<file path="config.mk">
export PLATFORM = sky130hd
export DESIGN_NAME = skv_slot
export DESIGN_NICKNAME = d
export VERILOG_FILES = /design/src/hw/rtl/skv_pkg.sv /design/src/hw/rtl/skv_slot.sv
export SDC_FILE = /design/constraint.sdc
export NUM_CORES = 1
export LEC_CHECK = 0
export ABC_AREA = 1
export BUFFER_PORTS_ARGS = -buffer_cell sky130_fd_sc_hd__buf_2
export CAP_MARGIN = 20
export CORE_AREA = 2 2 172 174
export DETAILED_ROUTE_END_ITERATION = 7
export DIE_AREA = 0 0 174 176
export SYNTH_ARGS = -nofsm -noshare
export SYNTH_HDL_FRONTEND = slang
export SYNTH_SLANG_ARGS = --single-unit
</file>
<file path="constraint.sdc">
create_clock -name i_clk -period 6.8 [get_ports i_clk]
set_clock_uncertainty 0.15 [all_clocks]
set_input_delay 0.68 -clock i_clk [delete_from_list [all_inputs] [get_ports i_clk]]
set_output_delay 0.68 -clock i_clk [all_outputs]
set_load 0.02 [all_outputs]
</file>
<file path="src/hw/rtl/skv_pkg.sv">
package skv_pkg;

    localparam int CAPACITY   = 64;
    localparam int VALUE_BITS = 32;

    localparam int KEY_W     = 64;
    localparam int IDX_W     = (CAPACITY > 1) ? $clog2(CAPACITY) : 1;
    localparam int CNT_W     = $clog2(CAPACITY + 1);
    localparam int CMD_W     = 3;
    localparam int STAT_W    = 3;
    localparam int RANK_W    = 7;
    localparam int IN_VAL_W  = 32;
    localparam int OUT_VAL_W = 32;
    localparam int CNT_OUT_W = 7;
    localparam int POS_W     = RANK_W + CNT_W + IDX_W;

    // slave-side beat layout
    localparam int S_CMD_LSB  = 0;
    localparam int S_KEY_LSB  = S_CMD_LSB + CMD_W;
    localparam int S_VAL_LSB  = S_KEY_LSB + KEY_W;
    localparam int S_RANK_LSB = S_VAL_LSB + IN_VAL_W;
    localparam int S_USED_W   = S_RANK_LSB + RANK_W;
    localparam int S_DATA_W   = ((S_USED_W + 7) / 8) * 8;

    // master-side beat layout
    localparam int M_STAT_LSB  = 0;
    localparam int M_VOUT_LSB  = M_STAT_LSB + STAT_W;
    localparam int M_CNT_LSB   = M_VOUT_LSB + OUT_VAL_W;
    localparam int M_DVLD_LSB  = M_CNT_LSB + CNT_OUT_W;
    localparam int M_DVAL_LSB  = M_DVLD_LSB + 1;
    localparam int M_USED_W    = M_DVAL_LSB + OUT_VAL_W;
    localparam int M_DATA_W    = ((M_USED_W + 7) / 8) * 8;

    localparam logic [KEY_W-1:0] KEY_RESERVED = '1;

    typedef enum logic [CMD_W-1:0] {
        CMD_INSERT = 3'd0,
        CMD_REMOVE = 3'd1,
        CMD_LOOKUP = 3'd2,
        CMD_RANK   = 3'd3,
        CMD_PEEK   = 3'd4,
        CMD_POP    = 3'd5
    } t_cmd;

    typedef enum logic [STAT_W-1:0] {
        ST_OK        = 3'd0,
        ST_BAD_KEY   = 3'd1,
        ST_DUPLICATE = 3'd2,
        ST_FULL      = 3'd3,
        ST_NOT_FOUND = 3'd4,
        ST_EMPTY     = 3'd5,
        ST_RANK_OOR  = 3'd6
    } t_status;

    typedef enum logic [2:0] {
        FSM_IDLE = 3'b001,
        FSM_CMP  = 3'b010,
        FSM_EXE  = 3'b100
    } t_fsm;

    typedef struct packed {
        logic                  occ;
        logic                  lt;
        logic [KEY_W-1:0]      key;
        logic [VALUE_BITS-1:0] value;
    } t_slot_ent;

    typedef struct packed {
        logic                  compare;
        logic                  insert;
        logic                  remove;
        logic                  shift_all;
        logic [CMD_W-1:0]      cmd;
        logic [KEY_W-1:0]      key;
        logic [VALUE_BITS-1:0] value;
        logic [RANK_W-1:0]     rank;
    } t_slot_ctl;

endpackage

</file>
<file path="src/hw/rtl/skv_slot.sv">
module skv_slot (
    input  logic                              i_clk,
    input  logic                              i_rst_n,
    input  logic [skv_pkg::IDX_W-1:0]         i_idx,
    input  skv_pkg::t_slot_ctl                i_ctl,
    input  skv_pkg::t_slot_ent                i_left,
    input  skv_pkg::t_slot_ent                i_right,
    output skv_pkg::t_slot_ent                o_ent,
    output logic                              o_eq,
    output logic [skv_pkg::VALUE_BITS-1:0]    o_sel_val
);

    logic                           r_occ, n_occ;
    logic                           r_lt, n_lt;
    logic                           r_eq, n_eq;
    logic                           r_sel, n_sel;
    logic [skv_pkg::KEY_W-1:0]      r_key, n_key;
    logic [skv_pkg::VALUE_BITS-1:0] r_val, n_val;
    logic                           w_pos_hit;
    logic                           w_head;

    assign w_pos_hit = (skv_pkg::POS_W'(i_idx) == skv_pkg::POS_W'(i_ctl.rank));
    assign w_head    = (i_idx == '0);

    always_comb begin
        n_occ = r_occ;
        n_lt  = r_lt;
        n_eq  = r_eq;
        n_sel = r_sel;
        n_key = r_key;
        n_val = r_val;
        if (i_ctl.compare) begin
            n_lt = r_occ & (r_key < i_ctl.key);
            n_eq = r_occ & (r_key == i_ctl.key);
            case (i_ctl.cmd)
                skv_pkg::CMD_REMOVE, skv_pkg::CMD_LOOKUP: begin
                    n_sel = r_occ & (r_key == i_ctl.key);
                end
                skv_pkg::CMD_RANK: begin
                    n_sel = r_occ & w_pos_hit;
                end
                skv_pkg::CMD_PEEK, skv_pkg::CMD_POP: begin
                    n_sel = r_occ & w_head;
                end
                default: begin
                    n_sel = 1'b0;
                end
            endcase
        end
        // open a gap at the insert point, everything above moves up one
        if (i_ctl.insert && !r_lt) begin
            if (i_left.lt) begin
                n_occ = 1'b1;
                n_key = i_ctl.key;
                n_val = i_ctl.value;
            end else begin
                n_occ = i_left.occ;
                n_key = i_left.key;
                n_val = i_left.value;
            end
        end
        // close the gap, everything from the removed slot up moves down one
        if (i_ctl.remove && (i_ctl.shift_all || !r_lt)) begin
            n_occ = i_right.occ;
            n_key = i_right.key;
            n_val = i_right.value;
        end
    end

    always_ff @(posedge i_clk) begin
        if (!i_rst_n) begin
            r_occ <= 1'b0;
            r_lt  <= 1'b0;
            r_eq  <= 1'b0;
            r_sel <= 1'b0;
        end else begin
            r_occ <= n_occ;
            r_lt  <= n_lt;
            r_eq  <= n_eq;
            r_sel <= n_sel;
        end
    end

    always_ff @(posedge i_clk) begin
        r_key <= n_key;
        r_val <= n_val;
    end

    assign o_ent.occ   = r_occ;
    assign o_ent.lt    = r_lt;
    assign o_ent.key   = r_key;
    assign o_ent.value = r_val;
    assign o_eq        = r_eq;
    assign o_sel_val   = r_sel ? r_val : '0;

endmodule

</file>
* Word level (Yosys, flattened, before mapping) *
Cells that the tools add are included.

word-level totals
  word-level logic and storage cells = 37
  output and inout bits = 131
  register bits = 100

cells by class
  mux-type cells = 11
  bitwise gates (word level) = 4
  equality and inequality tests = 7
  reductions and logical operators = 8
  magnitude comparators = 1

operators with widths
  operator                                                         count
  64-bit two-way mux                                               3
  32-bit two-way mux                                               4
  64-bit == test                                                   1
  64-bit < comparator                                              1
  6-bit by 7-bit == test with 1-bit output                         1
  3-bit by 2-bit == test with 1-bit output, second input constant  2
  3-bit == test, second input constant                             2
  6-bit logical NOT                                                1
  1-bit bitwise AND                                                4
  2-bit OR reduction                                               2
  3-bit by 1-bit == test with 1-bit output, second input constant  1
  1-bit two-way mux                                                3
  1-bit one-hot mux with 3 select lines                            1
  1-bit logical AND                                                2
  2-bit nonzero test                                               1
  1-bit logical NOT                                                1
  1-bit logical OR                                                 1

* Longest topological paths before layout *
Gate-level depths: netlist of run 1.

  depth after elaboration = 4
  mapped depth = 16

* Worst setup path before layout of run 1 *
OpenSTA, ideal clock, no wires.

  path kind = input -> register
  from = input port i_ctl[106] in the netlist's numbering
  to = register r_occ
  arrival time = 3.372 ns
  library setup time = 0.243 ns
  cell stages on the path = 5
  data required time = 6.407 ns
  slack = 3.036 ns
  cell sequence = o21ai_2 buf_4 nand2_1 o21ai_0 a21oi_1

between the ends
  cells in the longest elaborated chain, start to end = 3
  elaborated cells on any way between the ends = 4

RTL lines
  item                                                     line            source
  from (decl)                                              skv_slot.sv:5   input skv_pkg::t_slot_ctl i_ctl,
  1-bit logical OR *                                       skv_slot.sv:63  if (i_ctl.remove && (i_ctl.shift_all || !r_lt)) begin
  1-bit logical AND *                                      skv_slot.sv:63
  1-bit two-way mux or 2-bit nonzero test (tied branches)  n/a
  to (signal assigned)                                     skv_slot.sv:77  r_occ <= n_occ;
  to (decl)                                                skv_slot.sv:13  logic r_occ, n_occ;

Mark *: on every way between the ends. The rest lies on a longest branch, timed or not.
A chain may end at the register's enable or synchronous reset.

* Worst setup path in the final report of run 1 *
  from = register r_lt
  to = register r_key[40] in the netlist's numbering (enable)

between the ends
  cells in the longest elaborated chain, start to end = 4
  elaborated cells on any way between the ends = 5

RTL lines
  item                            line                            source
  from (decl)                     skv_slot.sv:14                  logic r_lt, n_lt;
  from (signal assigned)          skv_slot.sv:78                  r_lt <= n_lt;
  1-bit logical NOT *             skv_slot.sv:51, skv_slot.sv:63
  1-bit logical OR                skv_slot.sv:63
  1-bit logical AND               skv_slot.sv:63
  2-bit nonzero test (no line) *  n/a
  to (signal assigned)            skv_slot.sv:85                  r_key <= n_key;
  to (decl)                       skv_slot.sv:17                  logic [skv_pkg::KEY_W-1:0] r_key, n_key;

Marks and branches as above.

==> results of run 1 <==
worst max-delay path by stage:
| stage | start | to | slack (ns) | cells after the start |
|---|---|---|---|---|
| detailed placement | i_left[96] | r_key[39] | 3.68 | 5 |
| CTS | r_lt | r_key[41] | 4.01 | 4 |
| global route | r_lt | r_key[41] | 3.86 | 4 |
| floorplan | i_ctl[106] | r_occ | 3.04 | 5 |
| global placement | i_left[96] | r_val[29] | 3.72 | 5 |
| finish | r_lt | r_key[40] | 4.06 | 4 |
final cells by class:
class,instances,area share [%]
inverter,120,4.56
timing repair buffer,449,22.9
clock inverter,6,0.657
clock buffer,10,2.31
multi-input combinational,653,34.8
sequential,100,29.9
tap,384,4.85
synth_stat cells (7+ instances only):
cell type    n
nand2_1    300
a21oi_1     29
buf_4        8
nor2_1     117
ha_1        64
a31oi_1     96
clkbuf_1    20
edfxtp_1    96
nand4_1      7
inv_1      118
o21ai_0     10
buf_2       20
worst reg2reg max path, cell delays in order, from the launching register on:
cell and delay [ns]:
dfxtp_1 0.46, inv_2 0.08, o21ai_4 0.54, nand2_4 0.57
buf_4 0.52
cell families (layout without fill, tap and decap cells):
group           Yosys count  count (layout)  share of synthesized area [%]
xor+xnor                  6               6                          0.742
buf+inv                 168             585                           9.68
fa+ha+maj                64              64                           11.3
flops                   100             100                           41.8
simple gates            440             440                           24.3
compound gates          143             143                           12.1
flip-flops by register name, summed over array words and instances (netlist names):
name,flops
r_val,32
r_occ,1
r_sel,1
o_eq,1
r_lt,1
r_key,64
through the flow:
step,setup WS (ns),util (%),std cells,total power [W],hold WS [ns]
floorplan,3.04,-,921,0.00113,0.315
global placement,3.72,33.7,1706,0.00136,0.343
detailed placement,3.68,33.7,1706,0.00137,0.364
CTS,4.01,34.7,1722,0.00193,0.385
global route,3.86,34.7,1722,0.00201,0.431
finish,4.06,34.7,1722,0.00189,0.382
power breakdown:
part           switching [W]  internal (W)
Sequential         0.0000430      0.000758
Combinational       0.000334      0.000212
Clock               0.000257      0.000287
routing by layer:
| metal | global-route usage, % | wire (µm) | vias up |
|---|---|---|---|
| met5 | 0 | 16 | - |
| met4 | 5.60 | 584 | 2 |
| met3 | 3.55 | 1830 | 32 |
| met2 | 29.4 | 12900 | 364 |
| met1 | 19.5 | 10900 | 3504 |
| li1 | - | - | 3863 |
==> metrics.md, run 1 <==
| Metric | Value |
|---|---|
| Io pins | 445 |
| Total GRT Usage | between 15 and 20% |
| CTS tree | built |
| Reg clk slew, reported paths | 0.08 ns |
| Core Rows | 62 |
| FF+latch area | 2960 µm² |
| First-pass GRT wire length | 39.3 mm |
| Hold_buf cts | 0 |
| DRC violation count after routing | 0 |
| Initial Util | 24.8% |
| Slowest CP cell | nand2_4 |
| Setup-failing EPs final | 0 |
| Worst EP required | 6.66 ns |
| Design area | 9900 µm² |
| Worst Max-Slew Pin Slew | approximately 0.84 ns |
| Worst reg2reg path depth | 4 |
| Vias in the first global route | 7551 |
| Post-synth ARST share | 0% |
| Most frequent cells in the layout | 442 x buf_2, 299 x nand2_1, 118 x inv_1 |
| Buf/Inv on CP | 2 |
| Fin crit share | just over 40% |
| Initial drt markers | 370 |
| Proportion of layout cells with a drive suffix above 1 | 35.5% |
| Number of gates resized after CTS | 0 |
| CP top delay family | buffers and inverters |
| Ys Warns | 0 |
| Setup CP Type | reg -> reg |
| Average size of a mapped cell | 7.69 µm² |
| Post-synth EDFFs | 96 |
| Core Footprint | approximately 29000 µm² |
| CTS Buf Count | 9 |
| Die width | 174 µm |
| Clock buffer depth | 2 |
| Most common cell after layout, fill and taps aside | buf_2 |
| Antenna-violating nets left | 0 |
| Detail Placement HPWL | 20.5 mm |
| Sum Neg Setup Slack | 0 ns |
| Power Density | 191 nW/µm² |
| Hold WC Path Type | reg -> reg |
| Drt total wl | 26.3 mm |
| Synth area leaders | edfxtp_1 41%, nand2_1 16%, ha_1 11% |
| Post-synthesis register bit count | 100 |
| CP cell instances | inv_2 -> o21ai_4 -> nand2_4 -> buf_4 |
| Min Tclk post-route | 2.74 ns |
| Worst path arrival time | around 2.6 ns |
| Maximum clock frequency | 0.365 GHz |
| Initial antenna violation count | 1 |
| R2R Path End | r_key[40] |
| Clock latency on the worst-skew pair | 0.36 ns |
| Post-detailed-route via-to-cell ratio | approximately 4.5 |
| Pins over their slew limit | 0 |
| Die area | 30600 µm² |
| Cells after Synth | 921 |
| Die height | 176 µm |
| Crit path max fanout | 50 |
| Cell accounting for the most synthesized area | edfxtp_1 |
| Leak pwr | 5.32 nW |
| CTS H-tree depth | 3 |
| WL/cell | about 15 µm |
| Fin nets | 1711 |
| Final Hold Vio Count | 0 |
| Setup crit start kind | register |
| Setup repair bufs after CTS | 0 |
| Drt first pass iters | 7 |
| N_diodes | 0 |
| Crit. End Element | register |
| Fill count | 3092 |
| I/O Buffers | 443 |
| RR Startpoint | r_lt |
| Post-synthesis sequential area ratio | approximately two fifths |
| Relative slew margins | 44.3% |
| Multi-input gate area | 3450 µm² |
| Main synth FF type | edfxtp_1 |
| R2R Setup Slk | just over 4 ns |
| RSZ-0062 raised after global routing | false |
| Max-cap violations | 0 |
| Hold Crit Depth | 2 |
| Largest net degree at the start of global routing | 88 |
| Placed cell area | 9610 µm² |
| Clock sinks | 100 |
| Syn-to-layout area delta | 39.8% |
| Cell area after synthesis | 7080 µm² |
| Yosys cell types | 29 |
| Grt ovf | 0 |
| Post-Syn Nets | approximately 1300 |
| WHS Endpoint | o_eq |
| Min-delay src | o_eq |
| DR vias | 7765 |
| Status | complete, no violations |
| CP max stage delay | ~0.57 ns |
| Peak VDD IR | between 0.09 and 0.1 mV |
| Clk root buf | clkbuf_16 |
| Synth top area share | 40.7% |
| Routability cong. | 0.853 |
(Power assumes the default switching activity.)
==> run 2, diff against run 1 <==
==> constraint.sdc (replaced) <==
create_clock -name i_clk -period 2.5 [get_ports i_clk]
set_clock_uncertainty 0.15 [all_clocks]
set_input_delay 0.25 -clock i_clk [delete_from_list [all_inputs] [get_ports i_clk]]
set_output_delay 0.25 -clock i_clk [all_outputs]
set_load 0.02 [all_outputs]
==> run 2 against run 1 <==
Net effect:
- first-iteration DRC count increased by 5.9%
- setup slack got worse by 3.5 ns
- worst hold slack got worse by 0.31 ns
- via count decreased by 0.58%
- clock power increased to 2.6 times the previous value
- critical path type unchanged
- critical endpoint is now r_sel
==> metrics.md, run 2 (synthesis results as in run 1) <==
| Metric | Value |
|---|---|
| Io pins | 445 |
| Clock buffer depth | 2 |
| Met1 Use GR | 19.1% |
| Initial antenna violation count | 0 |
| Top flop regs | r_key (64), r_val (32) |
| Placed cell area | 9720 µm² |
| Max reg flops | 64 |
| Status | complete, no violations |
| Die area | 30600 µm² |
| Reg clk slew, reported paths | 0.08 ns |
| Hold WC Path Type | in -> reg |
| Die width | 174 µm |
| Proportion of layout cells with a drive suffix above 1 | 35.8% |
| Worst path arrival time | 2.12 ns |
| Core Rows | 62 |
| Number of gates resized after CTS | 0 |
| Total GRT Usage | 15.9% |
| Fin nets | 1717 |
| Crit path max fanout | 3 |
| WL/cell | about 15 µm |
| Clk root buf | clkbuf_16 |
| I/O Buffers | 443 |
| Relative slew margins | 61.0% |
| Most common cell after layout, fill and taps aside | buf_2 |
| Min-delay src | i_ctl[109] |
| Detail Placement HPWL | 20.5 mm |
| Max-cap violations | 0 |
| Final Non-Filler Cells | 1728 |
| DRC violation count after routing | 0 |
| Vias in the first global route | 7410 |
| Worst EP required | 2.65 ns |
| Most frequent cells in the layout | 442 x buf_2, 299 x nand2_1, 118 x inv_1 |
| Initial drt markers | slightly below 400 |
| Fill count | around 3000 |
| Antenna-violating nets left | 0 |
| R2R Setup Slk | 0.52 ns |
| Final Power | 0.00513 W |
| Worst Max-Slew Pin Slew | 0.579 ns |
| Pins over their slew limit | 0 |
| Design area | 10000 µm² |
| N_diodes | 0 |
| Worst reg2reg path depth | 9 |
| Clock latency on the worst-skew pair | 0.36 ns |
| Peak VDD IR | 0.240 mV |
| Largest net degree at the start of global routing | 103 |
| Clock sinks | 100 |
| RSZ-0062 raised after global routing | false |
| R2R Path End | r_sel |
| Hold Crit Depth | 4 |
| CP cell instances | ha_1 -> nand4_1 -> nor4_4 -> nand2_1 -> nor2_2 -> nand2_1 -> nand3_1 -> nand2_1 -> inv_1 |
| Setup-failing EPs final | 0 |
| Most used cell, CP | nand2_1 |
| Busiest grt layer | met2 |
| CTS tree | built |
| M3 GR Usage | 3.40% |
| Routability cong. | roughly 0.84 |
| Met2 GRT Util | 28.2% |
| CTS Buf Count | 9 |
| Drt total wl | ~25 mm |
| Core Footprint | 28500 µm² |
| Die height | 176 µm |
| Fin crit share | 79.0% |
| RR Startpoint | r_key[51] |
| Setup crit start kind | register |
| Maximum clock frequency | ~0.51 GHz |
| CP max stage delay | ~0.40 ns |
| Setup CP Type | reg -> reg |
| First-pass GRT wire length | approximately 38 mm |
| Grt ovf | 0 |
| Slowest CP cell | edfxtp_1 |
| Crit. End Element | register |
| Placed Instances | 1711 |
| Sum Neg Setup Slack | 0 ns |
| Final Hold Vio Count | 0 |
| WHS Endpoint | r_sel |
| Power Density | 511 nW/µm² |
| Initial Util | 24.8% |
| Leak pwr | 5.38 nW |
| Largest Register | r_key |
| Drt first pass iters | 5 |
| Syn-to-layout area delta | 41.5% |
| DR vias | 7720 |
| Post-detailed-route via-to-cell ratio | around 4.5 |
| CTS H-tree depth | 3 |
| Min Tclk post-route | 1.98 ns |
-- run 2: how the worst max path moves through the flow --
stage                     startpoint  endpoint  slack (ns)
final                      r_key[51]     r_sel        0.52
after global routing       r_key[47]     r_sel        0.25
after CTS                  r_key[51]     r_sel        0.42
after detailed placement   r_key[63]     r_sel        0.46
after global placement     r_key[63]     r_sel        0.45
after floorplan                 r_lt     r_occ        0.02
-- run 2: final cells by class --
cell class / instances / area [µm²] / share of cell area (%)
Multi-Input combinational cell: 653 / 3450 / 34.4
Sequential cell: 100 / 2960 / 29.6
Timing Repair Buffer: 455 / 2390 / 23.8
Tap cell: 384 / 480 / 4.79
Inverter: 120 / 452 / 4.51
Clock buffer: 10 / 239 / 2.38
Clock inverter: 6 / 52.6 / 0.524
-- run 2: power breakdown --
group	internal (W)	total (W)	switching, W
clock network	0.000723	0.00143	0.000710
registers	0.00206	0.00216	0.000104
logic	0.000599	0.00153	0.000931
-- run 2: metrics by stage --
stage	utilization (%)	worst slack (ns)	hold WS, ns
3_3_place_gp	34.1	0.454	0.342
4_1_cts	35.1	0.424	0.0532
5_1_grt	35.1	0.248	0.0854
6_report	35.1	0.524	0.0721
3_5_place_dp	34.1	0.460	0.378
2_1_floorplan	-	0.0183	0.232
-- run 2: worst max-delay path: cells and delay by family, from the launching register on --
kind	cells	cell delay, ns
simple gates	7	1.00
flops	1	0.40
fa+ha+maj	1	0.33
buf+inv	1	0.04
-- run 2: what timing repair did --
action / CTS / global route
hold endpoints to repair: 1 / 0
hold buffers: 1 / 0
buffers inserted: 0 / 0
-- run 2: routing by layer --
metal / vias to the layer above / part of all wire (%) / wire (µm)
met2: 351 / 49 / 12500
met4: 0 / 2.9 / 737
met1: 3451 / 41 / 10500
met5: - / 0 / 0
met3: 42 / 7.1 / 1810
li1: 3876 / - / -
==> run 3, diff against run 2 <==
==> constraint.sdc (replaced) <==
create_clock -name i_clk -period 2.1 [get_ports i_clk]
set_clock_uncertainty 0.15 [all_clocks]
set_input_delay 0.21 -clock i_clk [delete_from_list [all_inputs] [get_ports i_clk]]
set_output_delay 0.21 -clock i_clk [all_outputs]
set_load 0.02 [all_outputs]
==> run 3 against run 2 <==
Net effect:
- wire length grew 0.26%
- non-clock buffer count grew 9
- sequential cell count is the same
- utilization grew 0.38 points
- cell area is 1.1% higher
- final cell count grew 0.52%
- worst hold slack lost 0.020 ns
- clock power rose by 15%
==> metrics.md, run 3 (synthesis results as in run 1) <==
| Metric | Value |
|---|---|
| Worst EP required | about 2.2 ns |
| Clock sinks | 100 |
| DRC violation count after routing | 0 |
| DR vias | about 7800 |
| Hold WC Path Type | in -> reg |
| Core Rows | between 60 and 70 |
| Antenna-violating nets left | 0 |
| RSZ-0062 raised after global routing | true |
| Worst reg2reg path depth | 11 |
| Die height | 176 µm |
| Placed cell area | 9790 µm² |
| Clock buffer depth | 2 |
| R2R Path End | r_sel |
| Vias in the first global route | 7319 |
| Crit. End Element | register |
| Worst path arrival time | 2.12 ns |
| CP cell instances | ha_1 -> nand2_1 -> nor2_1 -> nand2_2 -> nor2_4 -> nand4_1 -> nor2_2 -> nand2_1 -> nand3_1 -> nand2_1 -> inv_1 |
| CP max stage delay | 0.41 ns |
| Detail Placement HPWL | 20.3 mm |
| Reg clk slew, reported paths | around 0.080 ns |
| Die area | between 30000 and 40000 µm² |
| Initial drt markers | 326 |
| Drt first pass iters | 5 |
| Slowest CP cell | edfxtp_1 |
| Post-detailed-route via-to-cell ratio | around 4.5 |
| Leak pwr | ~5.4 nW |
| Final WS setup | between 0.1 and 0.15 ns |
| Setup-failing EPs final | 0 |
| Design area | just over 10000 µm² |
| Final Hold Vio Count | 0 |
| Buf/Inv on CP | 1 |
| Max-cap violations | 0 |
| Pins over their slew limit | 0 |
| Pre-CTS setup slack | between 0.04 and 0.05 ns |
| Io pins | around 450 |
| Peak VDD IR | 0.289 mV |
| Power Density | between 500 and 600 nW/µm² |
| Die width | 174 µm |
| N_diodes | 0 |
| I/O Buffers | roughly 440 |
| Critical Path Start | r_key[29] |
| Min Tclk post-route | 1.98 ns |
| Met1 Use GR | 19.2% |
| Hold Crit Depth | 3 |
| Worst Max-Slew Pin Slew | between 0.6 and 0.7 ns |
| Drt total wl | 25.5 mm |
| Clk root buf | clkbuf_16 |
| Initial antenna violation count | 1 |
| Syn-to-layout area delta | 43.0% |
| Grt ovf | 0 |
| Layout Utilization | a little over a third |
| Largest Register | r_key |
| First-pass GRT wire length | approximately 38 mm |
| Status | complete, no violations |
| Crit path to | r_sel |
| Most used cell, CP | nand2_1 |
| Routability cong. | about 0.88 |
| Busiest grt layer | met2 |
| Crit path max fanout | 2 |
| Total GRT Usage | 15.9% |
| Fin nets | 1726 |
| RR Startpoint | r_key[29] |
| Proportion of layout cells with a drive suffix above 1 | 36.7% |
| Top flop regs | r_key (64), r_val (32) |
| Setup CP Type | reg -> reg |
| Initial Util | 24.8% |
| Core Footprint | 28500 µm² |
| M3 GR Usage | between 3 and 4% |
| Levels on crit path | 11 |
| CTS H-tree depth | 3 |
| Worst hold margin | 0.0520 ns |
| Max reg flops | 64 |
| Met2 GRT Util | 28.5% |
| Most frequent cells in the layout | 442 x buf_2, 296 x nand2_1, 118 x inv_1 |
| CTS tree | built |
| CTS Buf Count | 9 |
| Most common cell after layout, fill and taps aside | buf_2 |
| Clock latency on the worst-skew pair | 0.35 ns |
| Fin crit share | 94.1% |
| WL/cell | 14.7 µm |
| CP top delay family | simple AND/OR/NAND/NOR gates |
| Largest net degree at the start of global routing | 98 |
| Maximum clock frequency | slightly above 0.5 GHz |
| Setup crit start kind | register |
| Relative slew margins | 54.6% |
| R2R Setup Slk | approximately 0.12 ns |
run 3: metrics by stage:
stage | total power [W] | setup TNS (ns) | cells
detailed placement | 0.00447 | 0 | 1720
floorplan | 0.00364 | 0 | 921
CTS | 0.00619 | 0 | 1737
global route | 0.00646 | -0.0529 | 1737
global placement | 0.00445 | 0 | 1720
finish | 0.00608 | 0 | 1737
run 3: cell type report:
type / count / area, µm²
multi-input combinational: 653 / 3500
clock inverter: 4 / 33.8
tap: 384 / 480
timing repair buffer: 464 / 2450
fill: 3114 / 18400
clock buffer: 12 / 246
sequential: 100 / 2960
inverter: 120 / 452
run 3: timing repair:
item                                   4_1_cts  5_1_grt
hold buffers                                 1        0
setup endpoints to repair                    0        2
setup buffers                                0        0
endpoints found under the hold margin        3        0
resized for setup                            0       10
run 3: tightest hold or removal path, stage by stage:
cell and delay [ns]:
buf_2 0.08, nor2_1 0.03, a31oi_1 0.12
run 3: how the worst min path moves through the flow:
| stage | startpoint | end |
|---|---|---|
| after CTS | i_right[58] | r_key[26] |
| after floorplan | i_rst_n | r_lt |
| after global placement | i_rst_n | r_occ |
| final | i_right[58] | r_key[26] |
| after detailed placement | i_rst_n | r_occ |
| after global routing | i_right[9] | r_val[9] |
run 3: per-layer routing:
layer | wire (µm) | part of all wire, %
met5 | 12 | 0.047
met1 | 10600 | 42
met4 | 543 | 2.1
met2 | 12600 | 49
met3 | 1730 | 6.8
run 3: power by group:
part / leakage, nW / internal (W) / switching, W
Combinational: 4.30 / 0.000733 / 0.00112
Clock: 0.133 / 0.000849 / 0.000799
Sequential: 0.995 / 0.00245 / 0.000124
Total: 5.43 / 0.00403 / 0.00204
